**src/rtl/wbps_pkg.sv**
```systemverilog
`timescale 1ns / 1ps

package wbps_pkg;

    // sizes
    localparam int MAX_PATTERN_BYTES = 16;
    localparam int HISTORY_DEPTH     = 16;
    localparam int HIST_IDX_BITS     = $clog2(HISTORY_DEPTH);
    localparam int OFFSET_BITS       = 32;
    localparam int MATCH_OFFSET_BITS = 32;
    localparam int CFG_DATA_BITS     = 64;
    localparam int CFG_INDEX_BITS    = 2;
    localparam int LEN_BITS          = 5;
    localparam int PATTERN_REG_BYTES = 2 * CFG_DATA_BITS / 8;

    // pattern byte that matches anything
    localparam logic [7:0] WILDCARD_BYTE = 8'h2A;

    // configuration register indexes
    typedef enum logic [CFG_INDEX_BITS-1:0] {
        CFG_PATTERN_LOWER  = 2'd0,
        CFG_PATTERN_UPPER  = 2'd1,
        CFG_PATTERN_LENGTH = 2'd2
    } cfg_reg_t;

    // pattern as seen by the window compare: entry j lines up with the
    // j-th newest byte of the history
    typedef struct packed {
        logic [HISTORY_DEPTH-1:0][7:0] aligned;
        logic [HISTORY_DEPTH-1:0]      care;
        logic [LEN_BITS-1:0]           length;
    } cfg_t;

endpackage

```
**src/rtl/wbps_cfg_regs.sv**
```systemverilog
`timescale 1ns / 1ps

module wbps_cfg_regs
    import wbps_pkg::*;
(
    input  logic                      clk,
    input  logic                      rst_n,
    input  logic                      cfg_we,
    input  logic [CFG_INDEX_BITS-1:0] cfg_index,
    input  logic [CFG_DATA_BITS-1:0]  cfg_data,
    output cfg_t                      cfg
);

    logic [CFG_DATA_BITS-1:0] pattern_lower_reg;
    logic [CFG_DATA_BITS-1:0] pattern_upper_reg;
    logic [LEN_BITS-1:0]      length_reg;
    logic [LEN_BITS-1:0]      length_next;
    logic [LEN_BITS-1:0]      length_raw;

    // length is stored already clamped to the usable range
    always_comb
    begin
        length_raw = cfg_data[LEN_BITS-1:0];
        if (length_raw == '0)
            length_next = LEN_BITS'(1);
        else if (length_raw > LEN_BITS'(MAX_PATTERN_BYTES))
            length_next = LEN_BITS'(MAX_PATTERN_BYTES);
        else
            length_next = length_raw;
    end

    // register writes
    always_ff @(posedge clk or negedge rst_n)
    begin
        if (!rst_n)
        begin
            pattern_lower_reg <= '0;
            pattern_upper_reg <= '0;
            length_reg        <= LEN_BITS'(1);
        end
        else if (cfg_we)
        begin
            case (cfg_reg_t'(cfg_index))
                CFG_PATTERN_LOWER:  pattern_lower_reg <= cfg_data;
                CFG_PATTERN_UPPER:  pattern_upper_reg <= cfg_data;
                CFG_PATTERN_LENGTH: length_reg        <= length_next;
                default: ;
            endcase
        end
    end

    // line the pattern up against the history, last pattern byte on newest
    always_comb
    begin
        logic [PATTERN_REG_BYTES-1:0][7:0] pattern;
        logic [LEN_BITS-1:0]               pos;
        pattern = {pattern_upper_reg, pattern_lower_reg};
        cfg.length = length_reg;
        for (int j = 0; j < HISTORY_DEPTH; j++)
        begin
            pos = length_reg - LEN_BITS'(j) - LEN_BITS'(1);
            cfg.aligned[j] = pattern[pos[HIST_IDX_BITS-1:0]];
            cfg.care[j]    = (LEN_BITS'(j) < length_reg) &&
                             (pattern[pos[HIST_IDX_BITS-1:0]] != WILDCARD_BYTE);
        end
    end

endmodule

```
**src/rtl/wbps_window.sv**
```systemverilog
`timescale 1ns / 1ps

module wbps_window
    import wbps_pkg::*;
(
    input  logic       clk,
    input  logic       rst_n,
    input  logic       shift_en,
    input  logic       clear_en,
    input  logic [7:0] data_byte,
    input  cfg_t       cfg,
    output logic       hit
);

    logic [HISTORY_DEPTH-1:0][7:0] hist_reg;
    logic [HISTORY_DEPTH-1:0][7:0] hist_next;
    logic [HISTORY_DEPTH-1:0][7:0] window;
    logic [HISTORY_DEPTH-1:0]      byte_ok;

    // window as it stands once the incoming byte is shifted in
    always_comb
    begin
        window[0] = data_byte;
        for (int j = 1; j < HISTORY_DEPTH; j++)
            window[j] = hist_reg[j-1];
    end

    // parallel compare of every window position
    always_comb
    begin
        for (int j = 0; j < HISTORY_DEPTH; j++)
            byte_ok[j] = !cfg.care[j] || (window[j] == cfg.aligned[j]);
        hit = &byte_ok;
    end

    // history update
    always_comb
    begin
        if (clear_en)
            hist_next = '0;
        else if (shift_en)
            hist_next = window;
        else
            hist_next = hist_reg;
    end

    always_ff @(posedge clk or negedge rst_n)
    begin
        if (!rst_n)
            hist_reg <= '0;
        else
            hist_reg <= hist_next;
    end

endmodule

```
**src/rtl/wildcard_byte_pattern_scanner_top.sv**
```systemverilog
`timescale 1ns / 1ps

// Byte signature scanner. Bytes of a region stream in on the input channel,
// one beat per byte, with end_of_region set on the last one. The last
// pattern_length bytes are compared in parallel against the configured
// signature (pattern byte 0x2A matches any byte) on every byte, so
// overlapping candidates are found. The first match of a region gives one
// result beat with found set and the offset of the match start; later bytes
// of that region give nothing and its end marker rearms the scanner. A region
// that ends without a match gives one beat with found clear and offset zero.
// One byte is taken every clock cycle; the result appears in the cycle after the
// byte that causes it, held in a single output register, and the input only
// stalls while that register is full and not being taken. The region byte
// count saturates at all ones, and a match past that point reports all ones.
// Write the configuration only while the scanner is idle.
module wildcard_byte_pattern_scanner_top
    import wbps_pkg::*;
(
    input  logic                         clk,
    input  logic                         rst_n,
    input  logic                         cfg_we,
    input  logic [CFG_INDEX_BITS-1:0]    cfg_index,
    input  logic [CFG_DATA_BITS-1:0]     cfg_data,
    input  logic                         in_valid,
    output logic                         in_ready,
    input  logic [7:0]                   data_byte,
    input  logic                         end_of_region,
    output logic                         out_valid,
    input  logic                         out_ready,
    output logic                         found,
    output logic [MATCH_OFFSET_BITS-1:0] match_offset
);

    localparam logic [OFFSET_BITS-1:0] COUNT_LIMIT = '1;

    cfg_t                         cfg;
    logic                         hit;
    logic                         in_fire;
    logic                         shift_en;
    logic                         clear_en;
    logic                         emit;
    logic                         emit_found;
    logic                         matched;
    logic [OFFSET_BITS-1:0]       count_inc;
    logic [OFFSET_BITS-1:0]       offset;

    logic [OFFSET_BITS-1:0]       count_reg;
    logic [OFFSET_BITS-1:0]       count_next;
    logic                         reported_reg;
    logic                         reported_next;
    logic                         out_valid_reg;
    logic                         out_valid_next;
    logic                         found_reg;
    logic [MATCH_OFFSET_BITS-1:0] match_offset_reg;

    wbps_cfg_regs u_cfg_regs (
        .clk       (clk),
        .rst_n     (rst_n),
        .cfg_we    (cfg_we),
        .cfg_index (cfg_index),
        .cfg_data  (cfg_data),
        .cfg       (cfg)
    );

    wbps_window u_window (
        .clk       (clk),
        .rst_n     (rst_n),
        .shift_en  (shift_en),
        .clear_en  (clear_en),
        .data_byte (data_byte),
        .cfg       (cfg),
        .hit       (hit)
    );

    // input handshake: free whenever the output register is empty or is taken this cycle
    assign in_ready = !out_valid_reg || out_ready;
    assign in_fire  = in_valid && in_ready;

    // saturating byte count and match offset
    always_comb
    begin
        count_inc = (count_reg == COUNT_LIMIT) ? count_reg
                                               : count_reg + OFFSET_BITS'(1);
        matched   = hit && (count_inc >= OFFSET_BITS'(cfg.length));
        offset    = (count_inc == COUNT_LIMIT) ? COUNT_LIMIT
                                               : count_inc - OFFSET_BITS'(cfg.length);
    end

    // per-beat control
    always_comb
    begin
        shift_en      = 1'b0;
        clear_en      = 1'b0;
        emit          = 1'b0;
        emit_found    = 1'b0;
        count_next    = count_reg;
        reported_next = reported_reg;
        if (in_fire)
        begin
            if (reported_reg)
            begin
                // match already given: wait for the end marker
                if (end_of_region)
                begin
                    clear_en      = 1'b1;
                    count_next    = '0;
                    reported_next = 1'b0;
                end
            end
            else
            begin
                shift_en   = 1'b1;
                count_next = count_inc;
                if (matched)
                begin
                    emit          = 1'b1;
                    emit_found    = 1'b1;
                    reported_next = 1'b1;
                end
                else if (end_of_region)
                begin
                    emit = 1'b1;
                end
                if (end_of_region)
                begin
                    clear_en      = 1'b1;
                    count_next    = '0;
                    reported_next = 1'b0;
                end
            end
        end
    end

    assign out_valid_next = (out_valid_reg && !out_ready) || emit;

    // scan state
    always_ff @(posedge clk or negedge rst_n)
    begin
        if (!rst_n)
        begin
            count_reg     <= '0;
            reported_reg  <= 1'b0;
            out_valid_reg <= 1'b0;
        end
        else
        begin
            count_reg     <= count_next;
            reported_reg  <= reported_next;
            out_valid_reg <= out_valid_next;
        end
    end

    // result payload
    always_ff @(posedge clk)
    begin
        if (emit)
        begin
            found_reg        <= emit_found;
            match_offset_reg <= emit_found ? MATCH_OFFSET_BITS'(offset) : '0;
        end
    end

    assign out_valid    = out_valid_reg;
    assign found        = found_reg;
    assign match_offset = match_offset_reg;

endmodule

```
**config.mk**
```make
export PLATFORM = sky130hd
export DESIGN_NAME = wildcard_byte_pattern_scanner_top
export DESIGN_NICKNAME = d
export VERILOG_FILES = /design/src/rtl/wbps_pkg.sv /design/src/rtl/wbps_cfg_regs.sv /design/src/rtl/wbps_window.sv /design/src/rtl/wildcard_byte_pattern_scanner_top.sv
export SDC_FILE = /design/constraint.sdc
export NUM_CORES = 1
export LEC_CHECK = 0
export ABC_AREA = 1
export BUFFER_PORTS_ARGS = -buffer_cell sky130_fd_sc_hd__buf_4
export CAP_MARGIN = 20
export CORE_MARGIN = 8
export CORE_UTILIZATION = 30
export DETAILED_ROUTE_END_ITERATION = 12
export GPL_TIMING_DRIVEN = 0
export PLACE_DENSITY = 0.43
export SLEW_MARGIN = 15
export SYNTH_ARGS = -nofsm -noshare
export SYNTH_HDL_FRONTEND = slang
export SYNTH_HIERARCHICAL = 1
export SYNTH_SLANG_ARGS = --single-unit
```
**constraint.sdc**
```tcl
create_clock -name clk -period 4.9 [get_ports clk]
set_clock_uncertainty 0.1 [all_clocks]
set_input_delay 0.735 -clock clk [delete_from_list [all_inputs] [get_ports clk]]
set_output_delay 0.735 -clock clk [all_outputs]
set_load 0.01 [all_outputs]
```
* Word level (Yosys, flattened, before mapping)
Cells that the tools add are included.
** Word-level totals
- Flip-flop bits (word level) :: 320
- Word-level logic and storage cells :: 243
** Cells by class
- Add/sub/neg operators :: 32
- Order comparisons :: 34
- Eq/ne operators :: 37
- Mux-type cells :: 54
- Reductions and logical operators :: 63
** Operator list (number)
- binary-select mux 8 bit (select 4 bit) :: 16
- 2-to-1 mux 120 bit :: 2
- 2-to-1 mux 32 bit :: 5
- == test 8 bit :: 16
- 2-to-1 mux 8 bit :: 16
- inequality test 8 x 6 -> 1 bit, second input constant :: 16
- less-than comparator 4 x 5 -> 1 bit, second input constant :: 16
- == test 32 bit, second input constant :: 2
- subtractor 4 x 1 -> 4 bit, second input constant :: 16
- less-than comparator 4 x 5 -> 1 bit, first input constant :: 8
- adder 32 x 1 -> 32 bit, second input constant :: 1
- >= comparator 32 x 5 -> 1 bit :: 1
- subtractor 32 x 5 -> 32 bit :: 1
- subtractor 4 bit, second input constant :: 8
- less-than comparator 3 x 5 -> 1 bit, first input constant :: 4
- logical AND 1 bit :: 19
- logical NOT 1 bit :: 18
- logical OR 1 bit :: 18
- AND reduction 16 bit :: 1
- subtractor 4 x 3 -> 4 bit, second input constant :: 4
- 2-to-1 mux 1 bit :: 13
- less-than comparator 1 x 5 -> 1 bit, first input constant :: 2
- less-than comparator 2 x 5 -> 1 bit, first input constant :: 2
- 2-to-1 mux 5 bit :: 2
- 9 further kinds :: 13

* Longest topological paths before layout
- Word-level depth :: 14
- Gate-level depth with buffers :: 27
- Mapped depth without buffers :: 22

* Hierarchy
Netlist, hierarchy kept.
** Modules (own cells, without submodules)
- wbps_cfg_regs :: instances 1, cells each 2344, area an instance 12929.9 µm², seq. area each 3329.4 µm²
- wbps_window :: instances 1, cells each 784, area an instance 6354.8 µm², seq. area each 3002.9 µm²
- wildcard_byte_pattern_scanner_top :: instances 1, cells each 689, area an instance 4949.7 µm², seq. area each 1841.8 µm²

* Worst setup path after synthesis
OpenSTA, ideal clock, no wires.
- Kind :: reg-to-reg
- Start point :: register count_reg[1]
- End point :: register found_reg, in the netlist found, enable pin
- Setup time :: 0.485 ns
- Arrival :: 4.075 ns
- Data required time :: 4.315 ns
- Path slack :: 0.240 ns
- Stages on the path, launching flop included :: 25
- Period minus slack after synthesis :: 4.660 ns
- Path through :: dfrtp_1 ha_1 buf_2 inv_1 nor2_4 nand2_2 nor2_4 nand2_2 buf_6 buf_6 xor2_1 ha_1 inv_1 fa_1 nand3_1 inv_1 nor2_1 inv_1 a21oi_4 nand2_4 nor2_8 nand2_2 nand3_4 buf_6 nand2_1
** Between the ends
- Cells in the longest elaborated chain, start to end :: 7
** Ends and longest elaborated chain
- from (decl) :: line wildcard_byte_pattern_scanner_top.sv:47 : logic [OFFSET_BITS-1:0] count_reg;
- from (signal assigned) :: line wildcard_byte_pattern_scanner_top.sv:147 : count_reg <= count_next;
- adder 32 x 1 -> 32 bit / == test 32 bit (equally long branches) :: line wildcard_byte_pattern_scanner_top.sv:83, wildcard_byte_pattern_scanner_top.sv:82
- 2-to-1 mux 32 bit (*) :: line wildcard_byte_pattern_scanner_top.sv:82 : count_inc = (count_reg == COUNT_LIMIT) ? count_reg
- >= comparator 32 x 5 -> 1 bit (*) :: line wildcard_byte_pattern_scanner_top.sv:84 : matched = hit && (count_inc >= OFFSET_BITS'(cfg.length));
- logical AND 1 bit (*) :: line wildcard_byte_pattern_scanner_top.sv:84
- 2-to-1 mux 1 bit (*) :: line wildcard_byte_pattern_scanner_top.sv:114 : if (matched)
- 2-to-1 mux 1 bit (*) :: line wildcard_byte_pattern_scanner_top.sv:100 : if (reported_reg)
- 2-to-1 mux 1 bit (*) :: line wildcard_byte_pattern_scanner_top.sv:98 : if (in_fire)
- net emit :: line wildcard_byte_pattern_scanner_top.sv:41 : logic emit;
- to (signal assigned) :: line wildcard_byte_pattern_scanner_top.sv:158 : found_reg <= emit_found;
- to (decl) :: line wildcard_byte_pattern_scanner_top.sv:53 : logic found_reg;
The timed path passes the listed nets; every way through them passes the cells marked *.
A chain may end at the register's enable or synchronous reset.

==> impl_results.md <==
- Run status: finished, final reports clean
- Number of diodes: 0
- Worst vdd ir: 0.266 mV
- Relative slew margins: 0.296
- CTS root buffer: sky130_fd_sc_hd__clkbuf_16
- CP Launch Type: flip-flop
- Detailed-route DRC error count: 0
- Worst reg2reg path startpoint: u_cfg_regs/length_reg[0]
- Critical path endpoint category: flip-flop
- Number of distinct standard cells referenced by the synthesized netlist: 47
- TritonCTS Sinks: 320
- Number of routed nets with antenna violations: 0
- I/O pins: 115
- Minimum setup slack among reg-to-reg paths: 0.14 ns
- Launching element of the worst setup path: u_cfg_regs/length_reg[0]
- Die H: 300 um
- Placeable core region: 80300 um^2
- Total length of routed wires: 119 mm
- Lkg Pwr: 0.0140 uW
- Post-Layout Inst Area: 28300 um^2
- Number of warning messages in the yosys log: 6
- Floorplan die area: 90100 um^2
- Width of the die: 300 um
- Max H-tree Level: 2
- Share of synthesized flip-flops with an asynchronous set or reset: 0.897
- Most frequent standard cell in the layout excluding fill and tap cells: sky130_fd_sc_hd__nand2_1
- Clk buf depth: 3
- Sequential power share: 0.245
- Final cycle utilization of the critical path: 0.971
- Internal Power: 6790 uW
- Final Slew Violations: 0
- FMAX: 210 MHz
- Count of port buffers added during placement: 114
- Switching share of power: 0.489
- Min setup slack post-route: 0.140 ns
- Initial antenna violation count: 1
- Switch Pwr: 6500 uW
- Largest net degree at the start of global routing: 95
- EDFF count, synth: 33
- Proportion of layout cells with a drive suffix above 1: 0.114
- Initial Utilization: 0.302
- Top FF cell, synth: sky130_fd_sc_hd__dfrtp_1
- Synth-to-Final Area Change: 16.7%
- Post-DP Area: 26500 um^2
- Total iterations of the first detailed-routing run: 6
- Latest clock arrival within the worst-skew pair: 0.58 ns
- Wire length per cell after detailed routing: 23.5 um
- Clock transition at path regs: 0.06 ns
- Place WS: -2.00 ns
- Max-cap violation count: 0
- Remaining global-route overflow: 0
- Hold wc startpoint: data_byte[4]
- Post-layout nets: 4081
- Mapped Area: 24200 um^2
- Leading cell types in the layout, fill and taps excluded: 1451 x sky130_fd_sc_hd__nand2_1, 598 x sky130_fd_sc_hd__nand3_1, 386 x sky130_fd_sc_hd__inv_1
- End point of the critical path: match_offset[1]
- Class of the most critical hold timing path: in -> reg
- Worst Tran Pin Value: 1.05 ns
- Data arrival time of the critical path: 4.91 ns
- Post-synthesis area per instance: 6.35 um^2
- Total of endpoints with negative setup slack in the final report: 0
- Startpoint-to-endpoint class of the critical path: reg -> reg
- Endpoint of the worst-slack reg-to-reg timing path: match_offset[1]
- Clock tree from TritonCTS: done
- Total track usage: 0.258
- Relative contribution of combinational cells to total power: 0.526
- RePlAce Congestion: 1.04
- Cell Rows: 104
- Sum of net half-perimeters after detailed placement: 97.9 mm
- Worst hold-check slack: 0.327 ns
- Share of the yosys chip area belonging to registers: 0.337
- Total clock buffers created by CTS: 41
- Synthesized netlist net count: 3912
- Via count of the first global-routing pass: 25000
- DR vias/cell: 5.20
- Path depth of the worst reg2reg path: 21
- Highest fanout seen on the critical path: 12
- Worst endpoint required time: 5.05 ns
- DRT iter0 DRCs: 2651
- Wire length of the first global-routing pass: 173 mm
- Max reg flops: 120
- Cell count after synthesis: 3817
- Power share of the clock group: 0.229
- Number of vias in the routed layout: 26400
- Power Dens Cells: 470 nW/um^2
- Yosys reg bits: 320
- Number of hold-slack violations in the final timing report: 0
- Final critical path time including I/O delays and setup: 4.76 ns
-- synth_stat cells (all sizes together), types with 36 or more instances --
library cell | instances | area share
nand2 | 1508 | 0.24
nand3 | 606 | 0.13
inv | 399 | 0.062
dfrtp | 286 | 0.30
o21ai | 286 | 0.059
nor2 | 190 | 0.034
buf | 121 | 0.028
xnor2 | 116 | 0.042
clkbuf | 67 | 0.010
a21oi | 58 | 0.018
o22ai | 42 | 0.011
o211ai | 36 | 0.011
-- cells by family (layout without fill, tap and decap cells) --
family | after synthesis | after routing | synth area share
adders and majority gates | 15 | 15 | 0.00805
AOI/OAI and AO/OA | 428 | 428 | 0.101
buffers and inverters | 588 | 784 | 0.0999
xor gates and xnor gates | 128 | 128 | 0.0483
and+or+nand+nor | 2338 | 2340 | 0.406
DFF | 320 | 320 | 0.337
-- metrics by stage --
step                setup TNS, ns  instances  total power, uW   util
floorplan                       0       3817             7360      -
global placement          -126.97       4991             9870  0.329
detailed placement        -107.64       4994             9880  0.330
CTS                             0       5069            13100  0.349
global route             -0.00149       5075            14100  0.352
finish                          0       5075            13300  0.352
-- timing repair --
action                     4_1_cts  5_1_grt
hold buffers                     1        0
buffers inserted                 1        4
setup endpoints to repair       68       67
hold endpoints to repair        44        0
gates cloned                     1        1
pin swaps                        3       11
gates resized for setup         77       68
-- critical path: stages, from the launching register on --
cell and delay (ns):
sky130_fd_sc_hd__dfstp_2 0.60, sky130_fd_sc_hd__buf_8 0.18, sky130_fd_sc_hd__inv_2 0.10, sky130_fd_sc_hd__buf_2 0.21, sky130_fd_sc_hd__o21ai_0 0.83, sky130_fd_sc_hd__nand2_1 0.27
sky130_fd_sc_hd__nand3_1 0.20, sky130_fd_sc_hd__nand3_1 0.10, sky130_fd_sc_hd__nand2_2 0.15, sky130_fd_sc_hd__inv_1 0.07, sky130_fd_sc_hd__xnor2_1 0.18, sky130_fd_sc_hd__nand2_1 0.09
sky130_fd_sc_hd__nor2_1 0.09, sky130_fd_sc_hd__nand2_1 0.13, sky130_fd_sc_hd__nand2_1 0.09, sky130_fd_sc_hd__nand2_1 0.05, sky130_fd_sc_hd__nor2_1 0.15, sky130_fd_sc_hd__nand2_1 0.11
sky130_fd_sc_hd__nor2_4 0.21, sky130_fd_sc_hd__nand3_4 0.13, sky130_fd_sc_hd__buf_6 0.21, sky130_fd_sc_hd__nand2_8 0.14
-- power groups by stage --
| stage | clock (uW) | combinational, uW | sequential (uW) |
|---|---|---|---|
| after CTS | 3140 | 6740 | 3240 |
| final | 3050 | 6990 | 3260 |
| after global routing | 3230 | 7580 | 3270 |
| after floorplan | 0 | 4240 | 3110 |
| after global placement | 0 | 6590 | 3280 |
| after detailed placement | 0 | 6600 | 3280 |
-- worst min path at each step --
| stage | endpoint | slack, ns | cells after the start |
|---|---|---|---|
| final | u_window/hist_reg[4] | 0.33 | 3 |
| after global routing | u_cfg_regs/pattern_lower_reg[39] | 0.33 | 3 |
| after CTS | u_window/hist_reg[4] | 0.29 | 3 |
| after detailed placement | u_cfg_regs/pattern_lower_reg[27] | 0.38 | 2 |
| after global placement | u_cfg_regs/pattern_upper_reg[43] | 0.37 | 2 |
| after floorplan | count_reg[0] | 0.34 | 0 |
-- metal layers --
metal  vias to the layer above  track usage  part of all wire
li1                      12500            -                 -
met1                     12600        0.373              0.46
met2                      1075        0.391              0.43
met3                       176       0.0438             0.083
met4                         2       0.0775             0.033
met5                         -            0           0.00010
-- final cells by class --
cell class | count | area, um^2
Tap cell | 1060 | 1330
Buffer | 188 | 1070
Timing Repair Buffer | 124 | 1000
Fill cell | 8892 | 52000
Multi-Input combinational cell | 2911 | 13900
Sequential cell | 320 | 8180
Inverter | 400 | 1500
Clock buffer | 57 | 1200
Clock inverter | 15 | 129
(Power assumes the default switching activity.)
